==> config.mk <==
export PLATFORM = sky130hd
export DESIGN_NAME = clre_ctrl
export DESIGN_NICKNAME = d
export VERILOG_FILES = /design/src/clre_pkg.sv /design/src/clre_ctrl.sv
export SDC_FILE = /design/constraint.sdc
export NUM_CORES = 1
export LEC_CHECK = 0
export BUFFER_PORTS_ARGS = -buffer_cell sky130_fd_sc_hd__buf_2
export CAP_MARGIN = 10
export CORE_MARGIN = 8
export CORE_UTILIZATION = 44
export DETAILED_ROUTE_END_ITERATION = 12
export HOLD_SLACK_MARGIN = 0.15
export PLACE_DENSITY_LB_ADDON = 0.05
export RECOVER_POWER = 100
export SLEW_MARGIN = 10
export SYNTH_ARGS = -nofsm -noshare
export SYNTH_HDL_FRONTEND = slang
export SYNTH_SLANG_ARGS = --single-unit
==> constraint.sdc <==
create_clock -name clk -period 1.45 [get_ports clk]
set_input_delay 0.0725 -clock clk [delete_from_list [all_inputs] [get_ports clk]]
set_output_delay 0.0725 -clock clk [all_outputs]
set_load 0.01 [all_outputs]
==> src/clre_pkg.sv <==
package clre_pkg;

  // Fixed field widths and store sizes
  localparam int NET_W    = 6;
  localparam int COL_W    = 6;
  localparam int LVL_W    = 3;
  localparam int TRK_W    = 6;
  localparam int CNT_W    = 7;
  localparam int NUM_NETS = 64;
  localparam int NUM_COLS = 64;
  localparam int NUM_LVLS = 8;

  localparam logic [NET_W-1:0] NET_LAST  = NET_W'(NUM_NETS - 1);
  localparam logic [LVL_W-1:0] PROP_LAST = LVL_W'(NUM_LVLS - 2);

  // Region codes
  localparam logic [1:0] REGION_NONE   = 2'd0;
  localparam logic [1:0] REGION_TOP    = 2'd1;
  localparam logic [1:0] REGION_BOTTOM = 2'd2;
  localparam logic [1:0] REGION_CHAN   = 2'd3;

  typedef enum logic [4:0] {
    ST_IDLE, ST_LOAD_B, ST_PROP,
    ST_S_SCAN, ST_S_KEY, ST_S_CMPA, ST_S_CMPB, ST_S_PLACE,
    ST_B_FETCH, ST_B_NET, ST_B_DATA, ST_B_TRY,
    ST_C_CHECK, ST_C_FETCH, ST_C_NET, ST_C_DATA,
    ST_E_SCAN, ST_E_WAIT, ST_CLEAR
  } state_t;

  typedef enum logic [4:0] {
    OP_NONE, OP_LOAD_A, OP_LOAD_B, OP_PROP,
    OP_S_SCAN, OP_S_KEY, OP_S_CMPA, OP_S_CMPB, OP_S_PLACE,
    OP_B_FETCH, OP_B_NET, OP_B_DATA, OP_B_TRY,
    OP_C_CHECK, OP_C_FETCH, OP_C_NET, OP_C_DATA,
    OP_E_SCAN, OP_E_WAIT, OP_CLEAR
  } dp_op_t;

  typedef struct packed {
    dp_op_t op;
    logic   side;   // 0 top boundary pass, 1 bottom boundary pass
  } cmd_t;

  typedef struct packed {
    logic last_col;
    logic prop_done;
    logic cur_seen;
    logic idx_last;
    logic k_zero;
    logic k_one;
    logic precedes;
    logic k_end;
    logic skip;
    logic fit;
    logic j_zero;
    logic all_routed;
    logic progress;
    logic out_free;
    logic last_net;
  } sts_t;

endpackage

==> src/clre_ctrl.sv <==
module clre_ctrl (
  input  logic          clk,
  input  logic          rst_n,
  input  logic          in_valid,
  output logic          in_stall,
  input  clre_pkg::sts_t sts,
  output clre_pkg::cmd_t cmd
);
  import clre_pkg::*;

  state_t state_r, state_nxt;
  logic   side_r, side_nxt;

  // State register
  always_ff @(posedge clk) begin
    if (!rst_n) begin
      state_r <= ST_IDLE;
      side_r  <= 1'b0;
    end else begin
      state_r <= state_nxt;
      side_r  <= side_nxt;
    end
  end

  // Next state and commands
  always_comb begin
    state_nxt = state_r;
    side_nxt  = side_r;
    cmd.side  = side_r;
    cmd.op    = OP_NONE;
    in_stall  = (state_r != ST_IDLE);
    case (state_r)
      ST_IDLE: begin
        if (in_valid) begin
          cmd.op    = OP_LOAD_A;
          state_nxt = ST_LOAD_B;
        end
      end
      ST_LOAD_B: begin
        cmd.op    = OP_LOAD_B;
        state_nxt = sts.last_col ? ST_PROP : ST_IDLE;
      end
      ST_PROP: begin
        cmd.op = OP_PROP;
        if (sts.prop_done) begin
          state_nxt = ST_S_SCAN;
          side_nxt  = 1'b0;
        end
      end
      ST_S_SCAN: begin
        cmd.op = OP_S_SCAN;
        if (sts.cur_seen)      state_nxt = ST_S_KEY;
        else if (sts.idx_last) state_nxt = ST_B_FETCH;
      end
      ST_S_KEY: begin
        cmd.op    = OP_S_KEY;
        state_nxt = sts.k_zero ? ST_S_PLACE : ST_S_CMPA;
      end
      ST_S_CMPA: begin
        cmd.op    = OP_S_CMPA;
        state_nxt = ST_S_CMPB;
      end
      ST_S_CMPB: begin
        cmd.op    = OP_S_CMPB;
        state_nxt = (sts.precedes && !sts.k_one) ? ST_S_CMPA : ST_S_PLACE;
      end
      ST_S_PLACE: begin
        cmd.op    = OP_S_PLACE;
        state_nxt = sts.idx_last ? ST_B_FETCH : ST_S_SCAN;
      end
      ST_B_FETCH: begin
        cmd.op = OP_B_FETCH;
        if (sts.k_end) begin
          if (side_r) state_nxt = ST_C_CHECK;
          else        side_nxt  = 1'b1;
        end else begin
          state_nxt = ST_B_NET;
        end
      end
      ST_B_NET: begin
        cmd.op    = OP_B_NET;
        state_nxt = ST_B_DATA;
      end
      ST_B_DATA: begin
        cmd.op    = OP_B_DATA;
        state_nxt = sts.skip ? ST_B_FETCH : ST_B_TRY;
      end
      ST_B_TRY: begin
        cmd.op = OP_B_TRY;
        if (sts.fit || sts.j_zero) state_nxt = ST_B_FETCH;
      end
      ST_C_CHECK: begin
        cmd.op    = OP_C_CHECK;
        state_nxt = sts.all_routed ? ST_E_SCAN : ST_C_FETCH;
      end
      ST_C_FETCH: begin
        cmd.op = OP_C_FETCH;
        if (sts.k_end) state_nxt = sts.progress ? ST_C_CHECK : ST_E_SCAN;
        else           state_nxt = ST_C_NET;
      end
      ST_C_NET: begin
        cmd.op    = OP_C_NET;
        state_nxt = ST_C_DATA;
      end
      ST_C_DATA: begin
        cmd.op    = OP_C_DATA;
        state_nxt = ST_C_FETCH;
      end
      ST_E_SCAN: begin
        cmd.op = OP_E_SCAN;
        if (sts.cur_seen)      state_nxt = ST_E_WAIT;
        else if (sts.idx_last) state_nxt = ST_CLEAR;
      end
      ST_E_WAIT: begin
        cmd.op = OP_E_WAIT;
        if (sts.out_free) state_nxt = sts.last_net ? ST_CLEAR : ST_E_SCAN;
      end
      ST_CLEAR: begin
        cmd.op    = OP_CLEAR;
        state_nxt = ST_IDLE;
      end
      default: state_nxt = ST_IDLE;
    endcase
  end

endmodule

==> impl_metrics.env <==
export IMPL_status="finished with violations"
export IMPL_violations="setup timing"
export IMPL_grt_util_all_layers=0.160
export IMPL_grt_pass1_wl_mm=4.44
export IMPL_numPortBuffers=24
export IMPL_path_clk_slew_ns=0.04
export IMPL_clockBufferDepth=2
export IMPL_max_freq_mhz=640
export IMPL_antenna_found_initial=0
export IMPL_clock_sinks=6
export IMPL_netlist_area_um2=731
export IMPL_worstPathRequired_ns=1.38
export IMPL_hold_violations=0
export IMPL_clk_latency_ns=0.24
export IMPL_post_route_min_period_ns=1.56
export IMPL_die_height_um=56.8
export IMPL_overflow=0
export IMPL_drc_errors=0
export IMPL_vias=1008
export IMPL_gp_congestion=0.956
export IMPL_synth_top_area_share=0.164
export IMPL_slew_headroom=0.713
export IMPL_worstPathArrival_ns=1.49
export IMPL_synth_yosys_seq_area_share=0.164
export IMPL_ios=25
export IMPL_syn_nets=117
export IMPL_cts_tree="done"
export IMPL_yosysUniqueCellTypes=40
export IMPL_grtUsageMet3=0.0584
export IMPL_area_delta_synth_final_pct=72.8
export IMPL_synth_edf_count=0
export IMPL_slew_viol_final=0
export IMPL_fin_skew_ns=0.000696
export IMPL_synth_ff_type="dfxtp_1"
export IMPL_worst_pin_slew_ns=0.425
export IMPL_async_flop_share=0
export IMPL_start_util=0.479
export IMPL_htree_levels=1
export IMPL_dieArea_mm2=0.00322
export IMPL_dp_hpwl_mm=1.92
export IMPL_setup_viol=6
export IMPL_die_width_um=56.8
export IMPL_drt_iter0_drc=28
export IMPL_ir_drop_mv=0.708
export IMPL_final_util=0.828
export IMPL_postSynthCellCount=99
export IMPL_route_antenna_remaining_nets=0
export IMPL_hold_path_class="in -> reg"
export IMPL_grt_pass1_vias=1038
export IMPL_power_density_mw_per_mm2=665
export IMPL_cellLeakagePower_nw=0.532
export IMPL_critPathKind="reg -> out"
export IMPL_syn_area_per_cell_um2=7.38
export IMPL_drt_wirelength_per_cell_um=16.3
export IMPL_wl_mm=2.71
export IMPL_cp_max_fo=4
export IMPL_yosysTopAreaCell="dfxtp_1"
export IMPL_rsz0062_at_grt="yes"
export IMPL_firstDrtPassIters=4
export IMPL_clockRootBuffer="clkbuf_4"
export IMPL_endpoint_kind="primary output"
export IMPL_grt_start_max_net_pins=10
export IMPL_yosys_warnings=0
export IMPL_dp_worst_setup_slack_ns=-0.146
export IMPL_top_usage_layer="met2"
export IMPL_ys_seq_elements=6
export IMPL_met2_usage=0.271
export IMPL_drv_cap=0
export IMPL_core_area_mm2=0.00152
export IMPL_start_kind="flip-flop"
export IMPL_use_met1=0.181
export IMPL_finalWorstSetupSlack_ns=-0.111
export IMPL_rows=14
export IMPL_cts_buffers=3
export IMPL_viasPerCell=6.07
export IMPL_antenna_cells=0
export IMPL_fin_nets=170
export IMPL_synth_area_leaders="dfxtp_1, a21oi_1, nor2_1, nor3b_1, nand2b_1"
export IMPL_post_route_period_util=1.08
export IMPL_drive_above_1_share=0.587
## final timing paths
path                                  from          to  slack, ns  cells past startpoint
worst max-delay path            state_r[3]    in_stall      -0.11                      3
worst min-delay path                sts[7]  state_r[2]       0.21                      3
worst max register to register  state_r[2]  state_r[0]      -0.08                      5
worst min register to register      side_r      side_r       0.53                      2
## report_power, final
group | leakage [nW] | total, W | switching [W] | internal [W]
Combinational | 0.466 | 0.000492 | 0.000221 | 0.000271
Clock | 0.0138 | 0.000153 | 0.0000594 | 0.0000935
Sequential | 0.0521 | 0.000195 | 0.0000183 | 0.000176
## state kept, by name (all words and copies together), names as in the netlist
name and cells:
side_r 1, state_r 5
## placed cells by master, fill, tap and decap left out, types with 2 or more instances in the layout
cell type  netlist  layout
a21oi_1         10       7
a21oi_2          0       3
a2bb2oi_1        3       2
and3b_1          2       2
buf_2            4      22
buf_4            2      26
buf_6            2       4
clkbuf_4         0       3
dfxtp_4          0       4
nand2_1          7       6
nand2b_1         5       4
nand3_1          3       2
nor2_1          11      10
nor3b_1          5       2
nor3b_2          0       2
nor4b_1          2       2
o21ai_0          4       3
o21ai_2          2       4
or2_4            0       2
or3_1            2       2
or4_4            1       2
## layout make-up
cell class	instances	area [um^2]
Tap cell	16	20.0
Fill cell	93	262
Multi-Input combinational cell	84	681
Timing Repair Buffer	56	399
Clock buffer	3	22.5
Sequential cell	6	136
Inverter	1	3.75
## synth_stat cells, drive strengths merged, types with 2 or more instances
cell type	number
a21boi	2
a21oi	10
a22oi	2
a2bb2oi	3
and3b	2
buf	8
dfxtp	6
nand2	7
nand2b	5
nand3	3
nor2	11
nor3b	5
nor4b	2
nor4bb	2
o21ai	8
o32ai	2
or2	3
or3	2
or4	2
## metrics by stage
step	total power [W]	hold WS [ns]	cell area [um^2]	TNS [ns]	instances
after floorplan	0.000432	0.214	739	-0.0102	99
after global placement	0.000569	0.375	1030	-0.345	157
after detailed placement	0.000576	0.377	1030	-0.465	157
after CTS	0.000822	0.180	1220	-0.251	165
after global routing	0.000899	0.215	1260	-0.713	166
final	0.000839	0.208	1260	-0.308	166
## layer usage
| metal | vias to the layer above | part of all wire | wire length (um) |
|---|---|---|---|
| li1 | 477 | - | - |
| met1 | 471 | 0.41 | 1120 |
| met2 | 54 | 0.49 | 1320 |
| met3 | 6 | 0.083 | 225 |
| met4 | 0 | 0.015 | 42 |
| met5 | - | 0 | 0 |
## cell families (layout without fill, tap and decap cells)
kind of cell	Yosys count	in the layout	synth area share
XOR/XNOR	1	1	0.0120
AND/OR/NAND/NOR	47	47	0.382
flip-flops	6	6	0.164
AO/OA/AOI/OAI	35	35	0.343
buffers and inverters	9	60	0.0839
multiplexers	1	1	0.0154
## timing repair
item | in CTS | in global routing
pin swaps | 10 | 0
endpoints found under the hold margin | 5 | 0
gates cloned | 0 | 0
hold buffers | 1 | 0
setup buffers | 4 | 1
resized for setup | 30 | 8
endpoints found under the setup margin | 10 | 9
## worst max-delay path, stage by stage (launching register included)
cell     delay [ns]
dfxtp_2        0.34
or4_4          0.55
or2_4          0.24
buf_6          0.12
Power figures use the tool's default switching activity.
